File: src/rtl/plpt_pkg.sv
// Shared types and constants of the piecewise-linear profile table.
package plpt_pkg;

  // One stored breakpoint
  typedef struct packed {
    logic [31:0] key;
    logic [31:0] vel;
    logic [31:0] den;
  } entry_t;

  // Configuration register indexes
  localparam logic [1:0] CFG_MASS  = 2'd0;
  localparam logic [1:0] CFG_BOLTZ = 2'd1;

  // Item actions
  localparam logic ACT_INSERT = 1'b0;
  localparam logic ACT_QUERY  = 1'b1;

  // Saturation limit of the energy and temperature results
  localparam logic [30:0] SAT_MAX = 31'h7fff_ffff;

  // Commands from the controller to the datapath
  typedef struct packed {
    logic load;      // latch the accepted item and clear the result
    logic set_drop;  // flag a refused insert
    logic ptr_cnt;   // pointer to entry count
    logic ptr_zero;  // pointer to zero
    logic ptr_dec;
    logic ptr_inc;
    logic rd_prev;   // read entry below the pointer
    logic rd_cur;    // read entry at the pointer
    logic wr_shift;  // move the read entry up to the pointer
    logic wr_new;    // write the new entry at the pointer, count it
    logic prev_load; // keep the read entry as lower bound
    logic seg_load;  // interval found: latch bounds, start fraction division
    logic mul_v;
    logic mul_d;
    logic mul_sq;
    logic e_lo;
    logic e_hi;
    logic e_sum;     // finish energy, start temperature division if needed
    logic t_load;
    logic out_load;
  } cmd_t;

  // Status from the datapath to the controller
  typedef struct packed {
    logic full;
    logic empty;
    logic few;       // fewer than two entries
    logic ptr_zero;
    logic ptr_one;
    logic ptr_last;
    logic key_gt;
    logic in_seg;
    logic div_done;
    logic t_div;
  } status_t;

endpackage

File: src/rtl/plpt_ctrl.sv
// Controller: sequences insert walks, query search and the arithmetic steps.
module plpt_ctrl (
  input  logic              clk_i,
  input  logic              rst_ni,
  input  logic              in_valid_i,
  input  logic              action_i,
  output logic              in_stall_o,
  input  logic              out_stall_i,
  output logic              out_valid_o,
  input  plpt_pkg::status_t status_i,
  output plpt_pkg::cmd_t    cmd_o
);

  typedef enum logic [14:0] {
    S_IDLE    = 15'h0001,
    S_INS_RD  = 15'h0002,
    S_INS_CMP = 15'h0004,
    S_INS_WR  = 15'h0008,
    S_Q_RD    = 15'h0010,
    S_Q_CMP   = 15'h0020,
    S_DIV_D   = 15'h0040,
    S_MUL_V   = 15'h0080,
    S_MUL_D   = 15'h0100,
    S_SQ      = 15'h0200,
    S_E_LO    = 15'h0400,
    S_E_HI    = 15'h0800,
    S_E_SUM   = 15'h1000,
    S_DIV_T   = 15'h2000,
    S_DONE    = 15'h4000
  } state_e;

  state_e state_q, state_d;
  logic   out_valid_q, out_valid_d;
  logic   accept;

  assign accept     = in_valid_i && (state_q == S_IDLE);
  assign in_stall_o = state_q != S_IDLE;

  // Next state and commands
  always_comb begin
    state_d = state_q;
    cmd_o   = '0;
    unique case (state_q)
      S_IDLE: begin
        if (accept) begin
          cmd_o.load = 1'b1;
          if (action_i == plpt_pkg::ACT_INSERT) begin
            if (status_i.full) begin
              cmd_o.set_drop = 1'b1;
              state_d        = S_DONE;
            end else begin
              cmd_o.ptr_cnt = 1'b1;
              state_d       = status_i.empty ? S_INS_WR : S_INS_RD;
            end
          end else if (status_i.few) begin
            state_d = S_DONE;
          end else begin
            cmd_o.ptr_zero = 1'b1;
            state_d        = S_Q_RD;
          end
        end
      end
      S_INS_RD: begin
        cmd_o.rd_prev = 1'b1;
        state_d       = S_INS_CMP;
      end
      S_INS_CMP: begin
        if (status_i.key_gt) begin
          cmd_o.wr_shift = 1'b1;
          cmd_o.ptr_dec  = 1'b1;
          state_d        = status_i.ptr_one ? S_INS_WR : S_INS_RD;
        end else begin
          state_d = S_INS_WR;
        end
      end
      S_INS_WR: begin
        cmd_o.wr_new = 1'b1;
        state_d      = S_DONE;
      end
      S_Q_RD: begin
        cmd_o.rd_cur = 1'b1;
        state_d      = S_Q_CMP;
      end
      S_Q_CMP: begin
        if (!status_i.ptr_zero && status_i.in_seg) begin
          cmd_o.seg_load = 1'b1;
          state_d        = S_DIV_D;
        end else begin
          cmd_o.prev_load = 1'b1;
          cmd_o.ptr_inc   = 1'b1;
          state_d         = status_i.ptr_last ? S_DONE : S_Q_RD;
        end
      end
      S_DIV_D: begin
        if (status_i.div_done) begin
          state_d = S_MUL_V;
        end
      end
      S_MUL_V: begin
        cmd_o.mul_v = 1'b1;
        state_d     = S_MUL_D;
      end
      S_MUL_D: begin
        cmd_o.mul_d = 1'b1;
        state_d     = S_SQ;
      end
      S_SQ: begin
        cmd_o.mul_sq = 1'b1;
        state_d      = S_E_LO;
      end
      S_E_LO: begin
        cmd_o.e_lo = 1'b1;
        state_d    = S_E_HI;
      end
      S_E_HI: begin
        cmd_o.e_hi = 1'b1;
        state_d    = S_E_SUM;
      end
      S_E_SUM: begin
        cmd_o.e_sum = 1'b1;
        state_d     = status_i.t_div ? S_DIV_T : S_DONE;
      end
      S_DIV_T: begin
        if (status_i.div_done) begin
          cmd_o.t_load = 1'b1;
          state_d      = S_DONE;
        end
      end
      S_DONE: begin
        if (!out_valid_q || !out_stall_i) begin
          cmd_o.out_load = 1'b1;
          state_d        = S_IDLE;
        end
      end
      default: state_d = S_IDLE;
    endcase
  end

  // Output valid: set on load, drop after transfer
  always_comb begin
    out_valid_d = out_valid_q;
    if (cmd_o.out_load) begin
      out_valid_d = 1'b1;
    end else if (out_valid_q && !out_stall_i) begin
      out_valid_d = 1'b0;
    end
  end

  always_ff @(posedge clk_i or negedge rst_ni) begin
    if (!rst_ni) begin
      state_q     <= S_IDLE;
      out_valid_q <= 1'b0;
    end else begin
      state_q     <= state_d;
      out_valid_q <= out_valid_d;
    end
  end

  assign out_valid_o = out_valid_q;

endmodule

File: config.mk
export PLATFORM = sky130hd
export DESIGN_NAME = plpt_ctrl
export DESIGN_NICKNAME = d
export VERILOG_FILES = /design/src/rtl/plpt_pkg.sv /design/src/rtl/plpt_ctrl.sv
export SDC_FILE = /design/constraint.sdc
export NUM_CORES = 1
export LEC_CHECK = 0
export BUFFER_PORTS_ARGS = -buffer_cell sky130_fd_sc_hd__buf_2
export CORE_ASPECT_RATIO = 1.25
export CORE_MARGIN = 2
export CORE_UTILIZATION = 35
export CTS_CLUSTER_SIZE = 30
export DETAILED_ROUTE_END_ITERATION = 12
export REMOVE_ABC_BUFFERS = 1
export SYNTH_ARGS = -nofsm -noshare
export SYNTH_HDL_FRONTEND = slang
export SYNTH_SLANG_ARGS = --single-unit
File: constraint.sdc
create_clock -name clk_i -period 3.05 [get_ports clk_i]
set_clock_uncertainty 0.15 [all_clocks]
set_input_delay 0.61 -clock clk_i [delete_from_list [all_inputs] [get_ports clk_i]]
set_output_delay 0.61 -clock clk_i [all_outputs]
set_load 0.05 [all_outputs]
==> results.md, run 1 <==
* Status: finished clean
* Gpl congestion at 0.807
* Ant. Diodes at 0
* Root buf cell: clkbuf_8
* Fillers at 337
* RSZ-0062 raised after global routing: false
* Measured slew at the worst slew-check pin at 0.546 ns
* Clk pin slew, worst setup/hold paths at 0.06 ns
* DRT antenna net count at 0
* Synth warn at 0
* Via density at 5.58
* Final nets at 185
* Async SR Flop Fraction at 100%
* Pwr Total at 1.03 mW
* Setup violators final at 0
* Die X at 55.8 um
* Worst setup SP type: flop
* Crit path cell chain: nor4_4 > nand2_1 > and4bb_2 > and2_1 > buf_2
* Total grt overflow at 0
* Setup CP Type: reg2out
* Inserted Clock Buffers at 3
* Hold Buf Count CTS at 0
* Top Ports at 37
* Clk_lat worst skew at 0.25 ns
* Max clock buf depth at 2
* Iteration-0 DRC Markers at 36
* CP Data Arrival Time at 2.20 ns
* H-tree depth at 1
* Seq/Total Area, Yosys at 34.2%
* Fmax at 338 MHz
* Post-DP HPWL at 2.39 mm
* Starting Density at 36.5%
* Drt wl/cell at 15.2 um
* Routed vias at 1150
* Final period util at 97.1%
* EDFF count, synth at 0
* Residual DRC at 0
* Worst Setup End Kind: output port
* Tmin final at 2.96 ns
* Max stage delay cell, worst path: dfrtp_1
* Synth top area share at 31.9%
* Mean post-synth cell area at 8.90 um^2
* Synth unique cells at 48
* Die area at 3840 um^2
* Synth area leader: dfrtp_1
* Worst vdd ir at 0.698 mV
* GR Util All Layers at 17.1%
* Synthesized flop and latch total at 16
* CTS tree: done
* Synth area leaders: dfrtp_1, nor4_4, nor2_1
* Number of global-route vias before repair at 1085
* Final count of hold timing violations at 0
* Fin. max-slew vios at 0
* Initial antenna violation count at 0
* Layout Area Growth over Synthesis at 23.7%
* Worst-path fanout max at 8
* Final core utilization at 45.1%
* Total core area at 3220 um^2
* Fraction of layout cells with a size suffix above 1 at 35.5%
* Slew headroom at 63.1%
* Worst Hold Class: in2async
* PortBufs at 36
* Clock sink count at 16
* Worst Path Required at 2.29 ns
* Cell Rows at 23
* DRT Pass-1 Iters at 4
* Final wirelength at 3.12 mm
* Cell Area, Synth at 1170 um^2
* First-pass GRT wire length at 4.97 mm
* Die height at 68.8 um
* Mapped Cells at 132
* Max-Cap Viols at 0
* Crit path largest cell delay at 0.46 ns
* Largest net degree at the start of global routing at 17
* Synth Flop Type: dfrtp_1
* Pwr per Cell Area at 708 nW/um^2
* P_leak at 0.751 nW
==> layout by cell type (no fill, tap or decap), types with 2 or more instances in the layout <==
master	netlist	routed
inv_1	9	9
nand4_1	2	2
nor4_4	3	3
a21oi_1	3	3
o22ai_1	2	2
buf_4	3	5
and4b_1	2	2
nand2_2	1	2
xor2_1	3	3
nand2_1	11	10
nor3b_1	8	8
dfrtp_1	15	15
nor2_1	16	16
and3_1	2	2
nor3_1	7	7
nor4b_1	5	5
nand3_1	2	2
buf_2	2	35
a22oi_1	3	3
o21ai_0	3	3
clkbuf_8	0	4
and3_2	2	2
==> layer usage <==
| metal | GRT usage, % | vias up | wire (um) |
|---|---|---|---|
| met2 | 33.2 | 37 | 1580 |
| met3 | 2.43 | 5 | 134 |
| met4 | 7.14 | 0 | 50 |
| met5 | 0 | - | 0 |
| li1 | - | 557 | - |
| met1 | 18.8 | 551 | 1360 |
==> sequential cells by signal (all words and copies together), names as in the netlist <==
name / flops
out_valid_o: 1
state_q: 15
==> worst max-delay path, delay by kind of cell, from the launching register on <==
kind | cells | cell delay, ns
and+or+nand+nor | 4 | 1.22
DFF | 1 | 0.46
buffers and inverters | 1 | 0.26
==> synthesized netlist by cell type, types with 3 or more instances <==
cell type and instances:
inv_1 9, nand2_1 11, xor2_1 3, nor3b_1 8, dfrtp_1 15, nor4_4 3
nor3_1 7, o21ai_0 3, nor4b_1 5, nor2_1 16, a22oi_1 3, buf_4 3
a21oi_1 3
==> cell type report <==
type | instances | area [um^2] | share of cell area [%]
Multi-Input combinational cell | 99 | 697 | 47.9
Sequential cell | 16 | 402 | 27.6
Timing Repair Buffer | 41 | 220 | 15.1
Clock buffer | 4 | 55.1 | 3.79
Tap cell | 37 | 46.3 | 3.18
Inverter | 9 | 33.8 | 2.32
==> power breakdown <==
part | switching [mW] | leakage [nW] | internal [mW]
clock | 0.0784 | 0.0288 | 0.115
combinational | 0.356 | 0.504 | 0.193
sequential | 0.0444 | 0.218 | 0.243
==> final timing paths <==
check                                   startpoint                      end  slack [ns]  cells after the start
min in group clk_i         out_valid_o$_DFFE_PN0P_  out_valid_o$_DFFE_PN0P_        0.44                      2
setup / recovery            state_q[4]$_DFFE_PN0P_                cmd_o[15]        0.09                      5
hold reg to reg            out_valid_o$_DFFE_PN0P_  out_valid_o$_DFFE_PN0P_        0.44                      2
max in group asynchronous                   rst_ni   state_q[0]$_DFFE_PN1P_        2.32                      1
setup reg to reg            state_q[4]$_DFFE_PN0P_  state_q[14]$_DFFE_PN0P_        0.76                      6
hold / removal                              rst_ni   state_q[7]$_DFFE_PN0P_        0.12                      1
==> cell families after synthesis <==
| group | share of synthesized area [%] |
|---|---|
| AO/OA/AOI/OAI | 12.5 |
| XOR/XNOR | 2.98 |
| buffers and inverters | 7.24 |
| flip-flops | 34.2 |
| multiplexers | 0.852 |
| AND/OR/NAND/NOR | 42.3 |
==> what timing repair did <==
action,4_1_cts,5_1_grt
gates resized for setup,0,3
buffers inserted,0,2
setup endpoints to repair,0,7
==> per-stage QoR <==
stage	instance area, um^2	instances	hold WS [ns]	setup TNS, ns	worst slack [ns]
final	1450	206	0.119	0	0.0873
after global routing	1450	206	0.152	0	0.00277
after CTS	1430	204	0.131	0	0.0184
after detailed placement	1370	200	0.403	0	0.295
after global placement	1370	200	0.397	0	0.328
after floorplan	1120	124	0.164	-2.54	-0.465
Power figures use the tool's default switching activity.
==> run 2, diff against run 1 <==
Settings changed: CORE_MARGIN 2 to not set.
==> results.md, run 2 (synthesis gave the netlist of run 1 again) <==
* Clk pin slew, worst setup/hold paths at 0.06 ns
* Fmax at 333 MHz
* Reg2reg end: state_q[14]$_DFFE_PN0P_
* Final core utilization at 45.1%
* Final Cell Area at 1440 um^2
* Top Ports at 37
* Commonest non-fill, non-tap cells in the layout: buf_2, nor2_1, dfrtp_1
* Worst setup SP type: flop
* Worst Hold Class: in2async
* Largest net degree at the start of global routing at 17
* Fraction of layout cells with a size suffix above 1 at 34.7%
* Reg area at 402 um^2
* P_leak at 0.748 nW
* RR Startpoint: state_q[7]$_DFFE_PN0P_
* Residual DRC at 0
* Die area at 3590 um^2
* Final wirelength at 2.90 mm
* DRT antenna net count at 0
* Setup CP Type: reg2out
* Hold Buf Count CTS at 0
* Placement Cell Area at 1380 um^2
* Worst-path fanout max at 9
* Status: finished clean
* Via density at 5.58
* Fillers at 328
* Max clock buf depth at 2
* Fin Setup TNS at 0 ns
* Reg2Reg Depth at 6
* Setup violators final at 0
* Max-Cap Viols at 0
* Post-DP HPWL at 2.23 mm
* Drt wl/cell at 14.0 um
* Biggest register: state_q
* CTS tree: done
* Iteration-0 DRC Markers at 37
* PortBufs at 36
* Total grt overflow at 0
* Slew headroom at 62.6%
* Root buf cell: clkbuf_8
* Ant. Diodes at 0
* Worst Setup End Kind: output port
* Commonest non-fill, non-tap cell in the layout: buf_2
* Multi-input gate area at 688 um^2
* Inserted Clock Buffers at 3
* Starting Density at 36.8%
* Gpl congestion at 0.835
* Critical Path End: cmd_o[15]
* H-tree depth at 1
* Initial antenna violation count at 0
* DRT Pass-1 Iters at 5
* Final nets at 186
* Final period util at 98.6%
* Total core area at 3190 um^2
* Hold slack final at 0.116 ns
* GR Util All Layers at 18.1%
* Die X at 53.8 um
* RSZ-0062 raised after global routing: true
* CP Data Arrival Time at 2.25 ns
* Worst vdd ir at 0.628 mV
* Max reg flops at 15
* Layout Area Growth over Synthesis at 22.6%
* Pwr per Cell Area at 694 nW/um^2
* Number of global-route vias before repair at 1049
* Die height at 66.8 um
* Critical Path Start: state_q[7]$_DFFE_PN0P_
* Routed vias at 1156
* Cell Rows at 23
* Tmin final at 3.01 ns
* First-pass GRT wire length at 4.75 mm
* Register-to-register setup slack at 0.73 ns
* Worst Path Required at 2.29 ns
* Final count of hold timing violations at 0
* Clk_lat worst skew at 0.25 ns
* Fin. max-slew vios at 0
* Measured slew at the worst slew-check pin at 0.553 ns
* Clock sink count at 16
-- run 2: where the power goes --
group | leakage, nW | internal (mW) | total (mW) | switching [mW]
clock | 0.0228 | 0.0927 | 0.168 | 0.0750
sequential | 0.218 | 0.243 | 0.287 | 0.0439
combinational | 0.507 | 0.192 | 0.545 | 0.353
-- run 2: worst max-delay path: stages (launching register included) --
cell and delay (ns):
dfrtp_1 0.49, nor4_4 0.46, nand2_1 0.26, and4bb_2 0.38, and2_1 0.14, buf_2 0.26
-- run 2: final cells by class --
class                      instances  share of cell area (%)
clock buffer                       4                    3.13
sequential                        16                    27.9
tap                               37                    3.21
inverter                           9                    2.35
timing repair buffer              42                    15.6
multi-input combinational         99                    47.8
-- run 2: how the worst min path moves through the flow --
stage | start | to | slack (ns) | cells past startpoint
6_report | rst_ni | state_q[11]$_DFFE_PN0P_ | 0.12 | 1
5_1_grt | rst_ni | state_q[8]$_DFFE_PN0P_ | 0.14 | 1
4_1_cts | rst_ni | state_q[11]$_DFFE_PN0P_ | 0.13 | 1
3_5_place_dp | rst_ni | state_q[9]$_DFFE_PN0P_ | 0.40 | 1
3_3_place_gp | out_valid_o$_DFFE_PN0P_ | out_valid_o$_DFFE_PN0P_ | 0.39 | 2
2_1_floorplan | rst_ni | out_valid_o$_DFFE_PN0P_ | 0.16 | 0
-- run 2: layer usage --
metal  vias to the layer above  wire length, um  GRT usage, %
met5                         -                0             0
met4                         0               46          6.58
met3                         6              222          4.11
met2                        54             1370          30.6
met1                       535             1260          21.8
li1                        561                -             -
-- run 2: stage by stage --
stage	worst slack (ns)	std cells	power, mW
floorplan	-0.465	124	0.666
global placement	0.370	201	0.812
global route	-0.0608	207	1.06
detailed placement	0.320	201	0.819
CTS	0.0415	205	0.992
finish	0.0432	207	1.00
-- run 2: what timing repair did --
item	4_1_cts	5_1_grt
buffers inserted	0	2
endpoints found under the hold margin	0	0
setup endpoints to repair	0	3
gates resized for setup	0	0
==> run 3, diff against run 2 <==
Settings changed: SETUP_SLACK_MARGIN set to 0.1.
==> results.md, run 3 (synthesis gave the netlist of run 1 again) <==
* Fin. max-slew vios at 0
* Worst setup SP type: flop
* Starting Density at 36.8%
* Routed vias at 1147
* Die X at 53.8 um
* Measured slew at the worst slew-check pin at 0.549 ns
* Critical Path Start: state_q[1]$_DFFE_PN0P_
* Final wirelength at 2.95 mm
* H-tree depth at 1
* Clk pin slew, worst setup/hold paths at 0.06 ns
* Final count of hold timing violations at 0
* Worst Setup End Kind: output port
* Gpl congestion at 0.835
* Hold slack final at 0.115 ns
* Inserted Clock Buffers at 3
* Drt wl/cell at 14.3 um
* DRT antenna net count at 0
* Hold Buf Count CTS at 0
* Total grt overflow at 0
* PortBufs at 36
* Top Ports at 37
* Fraction of layout cells with a size suffix above 1 at 36.7%
* Setup violators final at 0
* Pwr per Cell Area at 698 nW/um^2
* Initial antenna violation count at 0
* Commonest non-fill, non-tap cells in the layout: buf_2, nor2_1, dfrtp_1
* Placement Cell Area at 1380 um^2
* Status: finished clean
* Reg2reg end: state_q[14]$_DFFE_PN0P_
* Final Cell Area at 1460 um^2
* Biggest register: state_q
* Critical Path End: cmd_o[3]
* Clk_lat worst skew at 0.25 ns
* Max clock buf depth at 2
* CP Data Arrival Time at 2.09 ns
* Max reg flops at 15
* Final period util at 93.3%
* P_leak at 0.745 nW
* Tmin final at 2.85 ns
* Max-Cap Viols at 0
* Register-to-register setup slack at 0.77 ns
* Post-DP HPWL at 2.23 mm
* Number of global-route vias before repair at 1050
* Worst Hold Class: in2async
* Commonest non-fill, non-tap cell in the layout: buf_2
* Reg2Reg Depth at 5
* Via density at 5.57
* Largest net degree at the start of global routing at 17
* DP Worst Slack at 0.320 ns
* Die area at 3590 um^2
* Worst-path fanout max at 6
* Final nets at 185
* Slew headroom at 62.9%
* Cell Rows at 23
* Layout Area Growth over Synthesis at 24.1%
* GR Util All Layers at 18.2%
* Setup CP Type: reg2out
* RR Startpoint: state_q[6]$_DFFE_PN0P_
* First-pass GRT wire length at 4.77 mm
* Final worst slack at 0.205 ns
* Total core area at 3190 um^2
* Worst Path Required at 2.29 ns
* Residual DRC at 0
* CTS tree: done
* Die height at 66.8 um
* DRT Pass-1 Iters at 4
* Root buf cell: clkbuf_8
* Iteration-0 DRC Markers at 21
* Clock sink count at 16
* Ant. Diodes at 0
* RSZ-0062 raised after global routing: true
* Fmax at 351 MHz
* Worst vdd ir at 0.630 mV
run 3: worst min path at each step:
stage,slack [ns],from,end,depth (start not counted)
2_1_floorplan,0.16,rst_ni,out_valid_o$_DFFE_PN0P_,0
3_3_place_gp,0.39,out_valid_o$_DFFE_PN0P_,out_valid_o$_DFFE_PN0P_,2
3_5_place_dp,0.40,rst_ni,state_q[9]$_DFFE_PN0P_,1
4_1_cts,0.13,rst_ni,state_q[11]$_DFFE_PN0P_,1
5_1_grt,0.14,rst_ni,state_q[8]$_DFFE_PN0P_,1
6_report,0.12,rst_ni,state_q[11]$_DFFE_PN0P_,1
run 3: area by class of cell:
| class | instances | area (um^2) |
|---|---|---|
| repair buffers | 41 | 223 |
| clock buffers | 4 | 45.0 |
| inverters | 9 | 33.8 |
| flip-flops and latches | 16 | 402 |
| well taps | 37 | 46.3 |
| multi-input cells | 99 | 708 |
| fillers | 319 | 1740 |
run 3: power breakdown:
| group | switching (mW) | internal [mW] | leakage (nW) |
|---|---|---|---|
| clock network | 0.0743 | 0.0927 | 0.0228 |
| registers | 0.0448 | 0.243 | 0.218 |
| logic | 0.361 | 0.202 | 0.504 |
| total | 0.480 | 0.538 | 0.745 |
run 3: repair_timing:
action / in CTS / in global routing
setup buffers: 1 / 0
resized for setup: 0 / 8
pin swaps: 1 / 1
setup endpoints to repair: 2 / 8
run 3: critical path: stages (launching register included):
cell and delay, ns:
dfrtp_1 0.47, nor4_4 0.35, nand2_2 0.16, nor3b_4 0.28, nand2b_2 0.12, nor3b_1 0.17, buf_2 0.29
run 3: per-layer routing:
layer | up-vias | routed length, um | track usage, %
li1 | 553 | - | -
met1 | 535 | 1270 | 21.9
met2 | 55 | 1440 | 30.6
met3 | 4 | 201 | 4.11
met4 | 0 | 36 | 6.58
met5 | - | 0 | 0
run 3: through the flow:
step	utilization, %	setup TNS [ns]	power (mW)	instances
2_1_floorplan	-	-2.54	0.666	124
3_3_place_gp	43.2	0	0.812	201
3_5_place_dp	43.2	0	0.819	201
4_1_cts	44.8	0	0.995	206
5_1_grt	45.6	0	1.07	206
6_report	45.6	0	1.02	206
